==> config.mk <==
export PLATFORM = sky130hd
export DESIGN_NAME = fan_curve_controller
export DESIGN_NICKNAME = d
export VERILOG_FILES = /design/src/rtl/fcc_pkg.sv /design/src/rtl/fcc_lane.sv /design/src/rtl/fcc_merge.sv /design/src/rtl/fcc_divider.sv /design/src/rtl/fan_curve_controller.sv
export SDC_FILE = /design/constraint.sdc
export NUM_CORES = 2
export LEC_CHECK = 0
export ABC_CLOCK_PERIOD_IN_PS = 27200
export BUFFER_PORTS_ARGS = -buffer_cell sky130_fd_sc_hd__buf_2
export CORE_MARGIN = 2
export CORE_UTILIZATION = 40
export CTS_CLUSTER_DIAMETER = 40
export DETAILED_ROUTE_END_ITERATION = 12
export GPL_TIMING_DRIVEN = 0
export PLACE_DENSITY_LB_ADDON = 0.2
export REMOVE_ABC_BUFFERS = 1
export SYNTH_ARGS = -nofsm -noshare
export SYNTH_HDL_FRONTEND = slang
export SYNTH_SLANG_ARGS = --single-unit
==> constraint.sdc <==
create_clock -name clk_i -period 27.2 [get_ports clk_i]
set_input_delay 2.72 -clock clk_i [delete_from_list [all_inputs] [get_ports clk_i]]
set_output_delay 2.72 -clock clk_i [all_outputs]
set_load 0.01 [all_outputs]
==> src/rtl/fcc_pkg.sv <==
package fcc_pkg;

  localparam int unsigned NSENS   = 8;    // sensor fields carried by one poll
  localparam int unsigned TEMP_W  = 12;   // temperature, signed 1/16 C
  localparam int unsigned PWR_W   = 10;   // power, tenths of a percent
  localparam int unsigned DUTY_W  = 10;   // duty field width on the result
  localparam int unsigned SEL_W   = 9;    // source select: sensors plus external
  localparam int unsigned CFG_A_W = 3;
  localparam int unsigned CFG_D_W = 12;
  localparam int unsigned NUM_W   = 22;   // curve numerator and divisor width
  localparam int unsigned POWER_SCALE = 1000;

  typedef logic signed [TEMP_W-1:0] temp_t;

  typedef enum logic [1:0] {
    PH_STOPPED = 2'd0,
    PH_BUMP    = 2'd1,
    PH_RUNNING = 2'd2
  } phase_e;

  typedef enum logic [CFG_A_W-1:0] {
    CFG_SRC_SEL     = 3'd0,
    CFG_ENABLED     = 3'd1,
    CFG_START_TEMP  = 3'd2,
    CFG_START_POWER = 3'd3,
    CFG_STOP_TEMP   = 3'd4,
    CFG_FULL_TEMP   = 3'd5,
    CFG_LOW_POWER   = 3'd6,
    CFG_HIGH_POWER  = 3'd7
  } cfg_idx_e;

  typedef enum logic [3:0] {
    ST_IDLE,
    ST_MERGE,
    ST_EVAL,
    ST_CURVE_A,
    ST_CURVE_B,
    ST_SCALE,
    ST_DIV,
    ST_WAIT,
    ST_OUT
  } ctl_state_e;

  // What one sensor lane reports to the merge stage.
  typedef struct packed {
    logic  live;  // selected, valid, and no selected invalid sensor above it
    logic  bad;   // selected but flagged invalid
    temp_t temp;
  } lane_res_t;

endpackage

==> src/rtl/fcc_lane.sv <==
module fcc_lane import fcc_pkg::*; #(
  parameter int unsigned IDX = 0
) (
  input  logic [NSENS-1:0] bad_i,
  input  logic             sel_i,
  input  logic             valid_i,
  input  temp_t            temp_i,
  output lane_res_t        res_o
);

  // Sensors with a higher index than this lane.
  localparam logic [NSENS-1:0] ABOVE = {NSENS{1'b1}} << (IDX + 1);

  logic kill;

  // A selected invalid sensor later in the scan resets the max to failsafe,
  // so this reading no longer counts.
  assign kill = |(bad_i & ABOVE);

  always_comb begin
    res_o.live = sel_i & valid_i & ~kill;
    res_o.bad  = sel_i & ~valid_i;
    res_o.temp = temp_i;
  end

endmodule

==> src/rtl/fcc_merge.sv <==
module fcc_merge import fcc_pkg::*; #(
  parameter int FLOOR_TEMP    = -880,
  parameter int FAILSAFE_TEMP = 2000
) (
  input  logic      clk_i,
  input  logic      rst_ni,
  input  logic      load_i,
  input  lane_res_t lanes_i [NSENS],
  input  logic      ext_sel_i,
  input  temp_t     ext_temp_i,
  output temp_t     ctemp_o
);

  localparam temp_t FLOOR_T    = TEMP_W'(FLOOR_TEMP);
  localparam temp_t FAILSAFE_T = TEMP_W'(FAILSAFE_TEMP);

  logic  any_bad;
  temp_t best;
  temp_t ctemp_q;

  always_comb begin
    any_bad = 1'b0;
    for (int i = 0; i < NSENS; i++) begin
      any_bad = any_bad | lanes_i[i].bad;
    end
    best = any_bad ? FAILSAFE_T : FLOOR_T;
    for (int i = 0; i < NSENS; i++) begin
      if (lanes_i[i].live && (lanes_i[i].temp > best)) begin
        best = lanes_i[i].temp;
      end
    end
    if (ext_sel_i && (ext_temp_i > best)) begin
      best = ext_temp_i;
    end
  end

  always_ff @(posedge clk_i or negedge rst_ni) begin
    if (!rst_ni) begin
      ctemp_q <= FLOOR_T;
    end else if (load_i) begin
      ctemp_q <= best;
    end
  end

  assign ctemp_o = ctemp_q;

endmodule

==> src/rtl/fcc_divider.sv <==
module fcc_divider #(
  parameter int unsigned DVD_W = 38,
  parameter int unsigned DVS_W = 22
) (
  input  logic             clk_i,
  input  logic             rst_ni,
  input  logic             start_i,
  input  logic [DVD_W-1:0] dividend_i,
  input  logic [DVS_W-1:0] divisor_i,
  output logic             busy_o,
  output logic             done_o,
  output logic [DVD_W-1:0] quotient_o
);

  localparam int unsigned CNT_W = $clog2(DVD_W + 1);

  logic [DVS_W-1:0] rem_q, rem_d;
  logic [DVD_W-1:0] quo_q, quo_d;
  logic [DVS_W-1:0] den_q;
  logic [CNT_W-1:0] cnt_q;
  logic             busy_q, done_q;
  logic [DVS_W:0]   shifted;
  logic [DVS_W:0]   diff;
  logic             ge;

  // Restoring division, one quotient bit per cycle, MSB first.
  always_comb begin
    shifted = {rem_q, quo_q[DVD_W-1]};
    ge      = shifted >= {1'b0, den_q};
    diff    = shifted - {1'b0, den_q};
    rem_d   = ge ? diff[DVS_W-1:0] : shifted[DVS_W-1:0];
    quo_d   = {quo_q[DVD_W-2:0], ge};
  end

  always_ff @(posedge clk_i or negedge rst_ni) begin
    if (!rst_ni) begin
      busy_q <= 1'b0;
      done_q <= 1'b0;
      cnt_q  <= '0;
    end else begin
      done_q <= 1'b0;
      if (start_i && !busy_q) begin
        busy_q <= 1'b1;
        cnt_q  <= CNT_W'(DVD_W);
      end else if (busy_q) begin
        cnt_q <= cnt_q - CNT_W'(1);
        if (cnt_q == CNT_W'(1)) begin
          busy_q <= 1'b0;
          done_q <= 1'b1;
        end
      end
    end
  end

  always_ff @(posedge clk_i) begin
    if (start_i && !busy_q) begin
      rem_q <= '0;
      quo_q <= dividend_i;
      den_q <= divisor_i;
    end else if (busy_q) begin
      rem_q <= rem_d;
      quo_q <= quo_d;
    end
  end

  assign busy_o     = busy_q;
  assign done_o     = done_q;
  assign quotient_o = quo_q;

`ifndef SYNTHESIS
  a_no_restart: assert property (@(posedge clk_i) disable iff (!rst_ni)
    busy_q |-> !done_q)
    else $error("divider reports done while still iterating");
  a_done_after_busy: assert property (@(posedge clk_i) disable iff (!rst_ni)
    done_q |-> $past(busy_q))
    else $error("divider done without a preceding iteration");
  a_rem_below_den: assert property (@(posedge clk_i) disable iff (!rst_ni)
    (busy_q && !$past(start_i)) |-> (rem_q < den_q))
    else $error("partial remainder not below divisor");
`endif

endmodule

==> src/rtl/fan_curve_controller.sv <==
// Channel     | Dir | Handshake              | Payload
// ------------+-----+------------------------+---------------------------------------
// s_axis      | in  | tvalid / tready        | one poll: 8 sensors, mask, ext, now_ms
// m_axis      | out | tvalid / tready        | one result: duty, fan state, ctemp
// cfg         | in  | cfg_we_i, no wait      | register index + write data
//
// One poll at a time. A poll that only updates the state machine goes through the
// merge and evaluate states to the result register. A poll that computes a duty
// also goes through the scale step and the bit-serial divider, and through the
// curve steps first when it interpolates the curve rather than a fixed power.
// Reset (async, active low) puts the fan in stopped with zero duty and loads
// the register defaults. A stalled result holds in the output register; the
// next poll is accepted meanwhile and waits only at its own result handoff.
module fan_curve_controller import fcc_pkg::*; #(
  parameter int SENSORS       = 8,
  parameter int PWM_MAX       = 1023,
  parameter int BUMP_MS       = 2000,
  parameter int FLOOR_TEMP    = -880,
  parameter int FAILSAFE_TEMP = 2000
) (
  input  logic               clk_i,
  input  logic               rst_ni,
  // poll input
  input  logic               s_axis_tvalid,
  output logic               s_axis_tready,
  // [95:0] sensor_temp_0..7 (12b each, sensor 0 lowest), [103:96] valid_mask,
  // [115:104] external_temp, [147:116] now_ms, [151:148] zero
  input  logic [151:0]       s_axis_tdata,
  // result output
  output logic               m_axis_tvalid,
  input  logic               m_axis_tready,
  // [9:0] target_pwm, [11:10] fan_state, [23:12] control_temp
  output logic [23:0]        m_axis_tdata,
  // configuration writes
  input  logic               cfg_we_i,
  input  logic [CFG_A_W-1:0] cfg_addr_i,
  input  logic [CFG_D_W-1:0] cfg_wdata_i
);

  localparam int unsigned PW_W  = $clog2(PWM_MAX + 1);
  localparam int unsigned DVD_W = NUM_W + PW_W;
  localparam logic [NSENS-1:0] ACTIVE = NSENS'((1 << SENSORS) - 1);

  // ---------------------------------------------------------------------------
  // Configuration registers
  // ---------------------------------------------------------------------------
  logic [SEL_W-1:0] src_sel_q;
  logic             en_q;
  temp_t            start_temp_q, stop_temp_q, full_temp_q;
  logic [PWR_W-1:0] start_pwr_q, low_pwr_q, high_pwr_q;

  always_ff @(posedge clk_i or negedge rst_ni) begin
    if (!rst_ni) begin
      src_sel_q    <= '0;
      en_q         <= 1'b1;
      start_temp_q <= TEMP_W'(640);
      start_pwr_q  <= PWR_W'(500);
      stop_temp_q  <= TEMP_W'(480);
      full_temp_q  <= TEMP_W'(960);
      low_pwr_q    <= PWR_W'(200);
      high_pwr_q   <= PWR_W'(1000);
    end else if (cfg_we_i) begin
      unique case (cfg_idx_e'(cfg_addr_i))
        CFG_SRC_SEL:     src_sel_q    <= cfg_wdata_i[SEL_W-1:0];
        CFG_ENABLED:     en_q         <= cfg_wdata_i[0];
        CFG_START_TEMP:  start_temp_q <= $signed(cfg_wdata_i[TEMP_W-1:0]);
        CFG_START_POWER: start_pwr_q  <= cfg_wdata_i[PWR_W-1:0];
        CFG_STOP_TEMP:   stop_temp_q  <= $signed(cfg_wdata_i[TEMP_W-1:0]);
        CFG_FULL_TEMP:   full_temp_q  <= $signed(cfg_wdata_i[TEMP_W-1:0]);
        CFG_LOW_POWER:   low_pwr_q    <= cfg_wdata_i[PWR_W-1:0];
        CFG_HIGH_POWER:  high_pwr_q   <= cfg_wdata_i[PWR_W-1:0];
        default: ;
      endcase
    end
  end

  // ---------------------------------------------------------------------------
  // Poll capture
  // ---------------------------------------------------------------------------
  temp_t            sens_q [NSENS];
  logic [NSENS-1:0] valid_q;
  temp_t            ext_q;
  logic [31:0]      now_q;
  logic             in_fire;

  assign in_fire = s_axis_tvalid && s_axis_tready;

  always_ff @(posedge clk_i) begin
    if (in_fire) begin
      for (int i = 0; i < NSENS; i++) begin
        sens_q[i] <= $signed(s_axis_tdata[i*TEMP_W +: TEMP_W]);
      end
      valid_q <= s_axis_tdata[NSENS*TEMP_W +: NSENS];
      ext_q   <= $signed(s_axis_tdata[NSENS*TEMP_W + NSENS +: TEMP_W]);
      now_q   <= s_axis_tdata[NSENS*TEMP_W + NSENS + TEMP_W +: 32];
    end
  end

  // ---------------------------------------------------------------------------
  // Sensor lanes and merge: control temperature
  // ---------------------------------------------------------------------------
  logic [NSENS-1:0] sel_act;
  logic [NSENS-1:0] bad_vec;
  lane_res_t        lane_res [NSENS];
  logic             merge_load;
  temp_t            ctemp;

  assign sel_act = src_sel_q[NSENS-1:0] & ACTIVE;
  assign bad_vec = sel_act & ~valid_q;

  for (genvar g = 0; g < NSENS; g++) begin : g_lane
    if (g < SENSORS) begin : g_on
      fcc_lane #(.IDX(g)) u_lane (
        .bad_i   (bad_vec),
        .sel_i   (sel_act[g]),
        .valid_i (valid_q[g]),
        .temp_i  (sens_q[g]),
        .res_o   (lane_res[g])
      );
    end else begin : g_off
      assign lane_res[g] = '0;
    end
  end

  fcc_merge #(
    .FLOOR_TEMP    (FLOOR_TEMP),
    .FAILSAFE_TEMP (FAILSAFE_TEMP)
  ) u_merge (
    .clk_i      (clk_i),
    .rst_ni     (rst_ni),
    .load_i     (merge_load),
    .lanes_i    (lane_res),
    .ext_sel_i  (src_sel_q[SEL_W-1]),
    .ext_temp_i (ext_q),
    .ctemp_o    (ctemp)
  );

  // ---------------------------------------------------------------------------
  // Duty divider
  // ---------------------------------------------------------------------------
  logic             div_start, div_busy, div_done;
  logic [DVD_W-1:0] div_quo;
  logic [DVD_W-1:0] dvd_q, dvd_d;
  logic [NUM_W-1:0] den_q, den_d;

  fcc_divider #(.DVD_W(DVD_W), .DVS_W(NUM_W)) u_div (
    .clk_i      (clk_i),
    .rst_ni     (rst_ni),
    .start_i    (div_start),
    .dividend_i (dvd_q),
    .divisor_i  (den_q),
    .busy_o     (div_busy),
    .done_o     (div_done),
    .quotient_o (div_quo)
  );

  // ---------------------------------------------------------------------------
  // Control sequencer and fan state machine
  // ---------------------------------------------------------------------------
  ctl_state_e        state_q, state_d;
  phase_e            phase_q, phase_d;
  logic [31:0]       bump_q, bump_d;
  logic [DUTY_W-1:0] duty_q, duty_d;
  logic [NUM_W-1:0]  num_q, num_d;
  logic [NUM_W-1:0]  prod_q, prod_d;
  logic              out_load;
  logic              m_valid_q;
  logic [DUTY_W-1:0] out_pwm_q;
  logic [1:0]        out_phase_q;
  temp_t             out_temp_q;

  logic signed [TEMP_W:0] hi_span_s, lo_span_s, range_s;
  logic [31:0]            elapsed;
  logic [DVD_W-1:0]       duty_cap;

  always_comb begin
    hi_span_s = $signed({full_temp_q[TEMP_W-1], full_temp_q}) - $signed({ctemp[TEMP_W-1], ctemp});
    lo_span_s = $signed({ctemp[TEMP_W-1], ctemp}) - $signed({stop_temp_q[TEMP_W-1], stop_temp_q});
    range_s   = $signed({full_temp_q[TEMP_W-1], full_temp_q})
              - $signed({stop_temp_q[TEMP_W-1], stop_temp_q});
    elapsed   = now_q - bump_q;
    duty_cap  = (div_quo > DVD_W'(PWM_MAX)) ? DVD_W'(PWM_MAX) : div_quo;
  end

  always_comb begin
    state_d    = state_q;
    phase_d    = phase_q;
    bump_d     = bump_q;
    duty_d     = duty_q;
    num_d      = num_q;
    den_d      = den_q;
    prod_d     = prod_q;
    dvd_d      = dvd_q;
    merge_load = 1'b0;
    div_start  = 1'b0;
    out_load   = 1'b0;
    s_axis_tready = 1'b0;
    unique case (state_q)
      ST_IDLE: begin
        s_axis_tready = 1'b1;
        if (s_axis_tvalid) begin
          state_d = ST_MERGE;
        end
      end
      ST_MERGE: begin
        merge_load = 1'b1;
        state_d    = ST_EVAL;
      end
      ST_EVAL: begin
        state_d = ST_OUT;
        if (en_q) begin
          unique case (phase_q)
            PH_STOPPED: begin
              if (ctemp >= start_temp_q) begin
                phase_d = PH_BUMP;
                bump_d  = now_q;
                num_d   = NUM_W'(start_pwr_q);
                den_d   = NUM_W'(POWER_SCALE);
                state_d = ST_SCALE;
              end
            end
            PH_BUMP: begin
              if (elapsed >= 32'(BUMP_MS)) begin
                phase_d = PH_RUNNING;
              end
            end
            PH_RUNNING: begin
              // Order matters: end tests come first, so inverted curve points
              // never reach the interpolation.
              if (ctemp < stop_temp_q) begin
                phase_d = PH_STOPPED;
                duty_d  = '0;
              end else if (ctemp <= stop_temp_q) begin
                num_d   = NUM_W'(low_pwr_q);
                den_d   = NUM_W'(POWER_SCALE);
                state_d = ST_SCALE;
              end else if (ctemp >= full_temp_q) begin
                num_d   = NUM_W'(high_pwr_q);
                den_d   = NUM_W'(POWER_SCALE);
                state_d = ST_SCALE;
              end else begin
                state_d = ST_CURVE_A;
              end
            end
            default: ;
          endcase
        end
      end
      ST_CURVE_A: begin
        // low_power * (full - t); divisor = 1000 * (full - stop)
        prod_d  = NUM_W'(low_pwr_q) * NUM_W'(hi_span_s[TEMP_W-1:0]);
        den_d   = NUM_W'(range_s[TEMP_W-1:0]) * NUM_W'(POWER_SCALE);
        state_d = ST_CURVE_B;
      end
      ST_CURVE_B: begin
        // + high_power * (t - stop); fits NUM_W since it interpolates two powers
        num_d   = prod_q + NUM_W'(high_pwr_q) * NUM_W'(lo_span_s[TEMP_W-1:0]);
        state_d = ST_SCALE;
      end
      ST_SCALE: begin
        dvd_d   = DVD_W'(num_q) * DVD_W'(PWM_MAX);
        state_d = ST_DIV;
      end
      ST_DIV: begin
        div_start = 1'b1;
        state_d   = ST_WAIT;
      end
      ST_WAIT: begin
        if (div_done) begin
          duty_d  = duty_cap[DUTY_W-1:0];
          state_d = ST_OUT;
        end
      end
      ST_OUT: begin
        if (!m_valid_q || m_axis_tready) begin
          out_load = 1'b1;
          state_d  = ST_IDLE;
        end
      end
      default: state_d = ST_IDLE;
    endcase
  end

  always_ff @(posedge clk_i or negedge rst_ni) begin
    if (!rst_ni) begin
      state_q <= ST_IDLE;
      phase_q <= PH_STOPPED;
      bump_q  <= '0;
      duty_q  <= '0;
    end else begin
      state_q <= state_d;
      phase_q <= phase_d;
      bump_q  <= bump_d;
      duty_q  <= duty_d;
    end
  end

  always_ff @(posedge clk_i) begin
    num_q  <= num_d;
    den_q  <= den_d;
    prod_q <= prod_d;
    dvd_q  <= dvd_d;
  end

  // ---------------------------------------------------------------------------
  // Result register
  // ---------------------------------------------------------------------------
  always_ff @(posedge clk_i or negedge rst_ni) begin
    if (!rst_ni) begin
      m_valid_q <= 1'b0;
    end else if (out_load) begin
      m_valid_q <= 1'b1;
    end else if (m_axis_tready) begin
      m_valid_q <= 1'b0;
    end
  end

  always_ff @(posedge clk_i) begin
    if (out_load) begin
      out_pwm_q   <= duty_q;
      out_phase_q <= phase_q;
      out_temp_q  <= ctemp;
    end
  end

  assign m_axis_tvalid = m_valid_q;
  assign m_axis_tdata  = {out_temp_q, out_phase_q, out_pwm_q};

`ifndef SYNTHESIS
  a_out_no_overwrite: assert property (@(posedge clk_i) disable iff (!rst_ni)
    out_load |-> (!m_valid_q || m_axis_tready))
    else $error("result register overwritten while stalled");
  a_div_idle_start: assert property (@(posedge clk_i) disable iff (!rst_ni)
    div_start |-> !div_busy)
    else $error("divider started while busy");
  a_stop_goes_bump: assert property (@(posedge clk_i) disable iff (!rst_ni)
    (phase_q == PH_STOPPED && phase_d != PH_STOPPED) |-> (phase_d == PH_BUMP))
    else $error("stopped fan left stopped other than by a start bump");
  a_phase_hold_disabled: assert property (@(posedge clk_i) disable iff (!rst_ni)
    (!en_q && state_q == ST_EVAL) |=> $stable(phase_q))
    else $error("fan state changed while disabled");
  a_result_state_code: assert property (@(posedge clk_i) disable iff (!rst_ni)
    m_axis_tvalid |-> (m_axis_tdata[11:10] != 2'd3))
    else $error("unused fan state code on result");
`endif

endmodule
==> impl_metrics.csv <==
group,metric,value,unit
status,status,"finished, final reports clean",
hold_path,hold_class,"flop to flop",
synthesis,synth_area_leaders,"edfxtp_1, fa_1, ha_1, dfrtp_1, inv_1",
sta,fmax,0.04082,GHz
clocking,cts_resized,0,
die,dieArea,102100,µm²
sta,finClkSkew,29.34,ps
clocking,cts_setup_buffers,0,
layout,area_growth,13.75,%
clocking,insertion_delay,650,ps
die,start_util,40.41,%
clocking,cts.path.max_buffers,3,
worst_setup_path,crit_fanout,18,
clocking,numClockSinks,485,
sta,tightestPinTransition,1274,ps
synthesis,synth_common_cells,"inv_1, ha_1, fa_1",
clocking,clock-root-buffer,"clkbuf_16",
route,drtPass1Iterations,8,
worst_setup_path,slowest_delay,860,ps
die,fp-row-count,115,
clocking,cts_max_level,3,
route,drtIter0Drc,1235,
route,final_antenna_net_count,0,
synthesis,yosysMostFrequentCell,"inv_1",
synthesis,synth-edff-count,318,
route,viasPerCell,4.914,
worst_setup_path,required,27740,ps
grt,grt.total_usage,17.04,%
synthesis,ys_seq_area_share,34.29,%
die,core,98560,µm²
clocking,cts_tree,"done",
sta,slew_viol_final,0,
clocking,hold_buffers,0,
place,io_buffer_count,193,
sta,period_needed,24500,ps
sta,period_share,90.07,%
place,finalWeightedCongestion,0.8700,
route,routed_wl,85.54,mm
route,wl_per_cell,16.19,µm
worst_setup_path,cp-start-kind,"flop",
grt,grt_pass1_wl,138.9,mm
synthesis,yosysUniqueCellTypes,95,
die,dieHeight,319.5,µm
job,drv_cap,0,
clocking,cts.reportedPaths.clkPinSlew,60,ps
synthesis,synth_ff_type,"edfxtp_1",
layout,fin_nets,4843,
grt,antenna_found_initial,11,
grt,overflow,0,
clocking,cts_buffers,85,
sta,relSlewSlack,14.43,%
synthesis,synth-seq-cells,485,
sta,hold_ws,412.7,ps
sta,setup_tns,0,ps
place,place_hpwl,67.95,mm
grt,grt_max_degree,78,
synthesis,netlist_area,39830,µm²
sta,hold_viol,0,
synthesis,avgSynthCellArea,10.72,µm²
synthesis,synth_top_area_cell,"edfxtp_1",
grt,grt_pass1_vias,26010,
sta,setup_viol,0,
die,die_x,319.5,µm
worst_setup_path,critPathSlowestCell,"nor2_1",
route,drc,0,
sta,rsz0062_at_grt,"no",
worst_setup_path,critPathCaptureType,"flop",
synthesis,synth-async-reset-ratio,29.90,%
worst_setup_path,cpMostUsedCell,"ha_1",
die,ios,198,
synthesis,synth.top_cell.area_share,23.98,%
synthesis,synthesis.instances,3714,
route,vias,25970,
worst_setup_path,worstPathArrival,25040,ps
worst_setup_path,criticalPathCategory,"flop to flop",
synthesis,yosys_warnings,0,
layout,layout-drive-gt1-share,14.35,%
## metal layers
metal	part of all wire, %	wire length, µm	vias up	track usage [%]
li1	-	-	12900	-
met1	47	40150	12490	23.63
met2	46	39300	439	27.39
met3	4.6	3938	130	3.153
met4	2.4	2065	12	4.549
met5	0.096	82	-	0
## state kept, by name, summed over array words and instances, names as in the netlist, 9 cells and up
| name | cells |
|---|---|
| sens_q | 96 |
| u_div.quotient_o | 32 |
| dvd_q | 32 |
| high_pwr_q | 10 |
| u_div.den_q | 19 |
| u_div.rem_q | 22 |
| out_temp_q | 12 |
| ext_q | 12 |
| num_q | 22 |
| now_q | 32 |
| start_pwr_q | 10 |
| out_pwm_q | 10 |
| full_temp_q | 12 |
| den_q | 19 |
| start_temp_q | 12 |
| bump_q | 32 |
| prod_q | 22 |
| low_pwr_q | 10 |
| stop_temp_q | 12 |
| u_merge.ctemp_o | 12 |
| src_sel_q | 9 |
| duty_q | 10 |
## final cells by class
| cell class | count | area, µm² |
|---|---|---|
| clock buffers | 104 | 2301 |
| flip-flops and latches | 485 | 13660 |
| well taps | 1287 | 1610 |
| repair buffers | 202 | 1150 |
| clock inverters | 56 | 666.9 |
| diodes | 3 | 7.507 |
| inverters | 658 | 2470 |
| multi-input cells | 2489 | 23440 |
| fillers | 9099 | 53260 |
## placed cells by master, fill, tap and decap left out, types with 15 or more instances in the layout
cell,netlist,layout
inv_1,658,657
ha_1,412,412
fa_1,338,338
edfxtp_1,318,318
nand2_1,290,290
buf_2,2,192
a21oi_1,164,163
o21ai_0,150,150
mux2_2,145,145
nor2_1,136,133
dfrtp_1,115,115
xnor2_1,113,113
and2_1,100,99
clkbuf_16,0,87
o21bai_1,72,72
a21o_1,61,61
nor2b_1,56,55
mux2i_1,49,49
xor2_1,47,47
nand2b_1,40,40
nand3_1,34,34
dfstp_2,30,30
nand4_1,24,24
dfxtp_1,22,22
and3_1,21,21
o21a_1,15,15
o211ai_1,15,15
nor3_1,18,15
a21boi_0,15,15
## through the flow
step                      std cells  util (%)  cell area, µm²  setup WS [ps]
after CTS                      5281     45.96           45300           2658
final                          5284     45.96           45300           2701
after global placement         5112     42.69           42080           2710
after global routing           5284     45.96           45300          367.2
after floorplan                3632         -           39500           6436
after detailed placement       5121     42.95           42330           2772
## critical path: cells and delay by family, from the launching register on
family | cells | cell delay, ps
buffers and inverters | 6 | 590
xor gates and xnor gates | 2 | 410
adders and majority gates | 9 | 2740
muxes | 10 | 3510
DFF | 1 | 410
and+or+nand+nor | 29 | 7160
AOI/OAI and AO/OA | 38 | 9510
## worst paths after layout
path,start,slack (ps),cells past startpoint,to
setup / recovery,src_sel_q[7],2700,94,u_merge.ctemp_o[5]
hold / removal,den_q[9],410,0,u_div.den_q[9]
setup reg to reg,src_sel_q[7],2700,94,u_merge.ctemp_o[5]
hold reg to reg,den_q[9],410,0,u_div.den_q[9]
max in group asynchronous,rst_ni,24310,2,low_pwr_q[7]
min in group asynchronous,rst_ni,2030,1,bump_q[20]
## cells by family after synthesis
kind of cell    synth area share, %
compound gates                9.946
xor+xnor                      3.641
fa+ha+maj                     29.98
buf+inv                       7.018
flops                         34.29
mux                           5.554
simple gates                  9.569
Power is not shown: default switching activity piles up to over one toggle a cycle in this logic, so the estimate is an artifact.
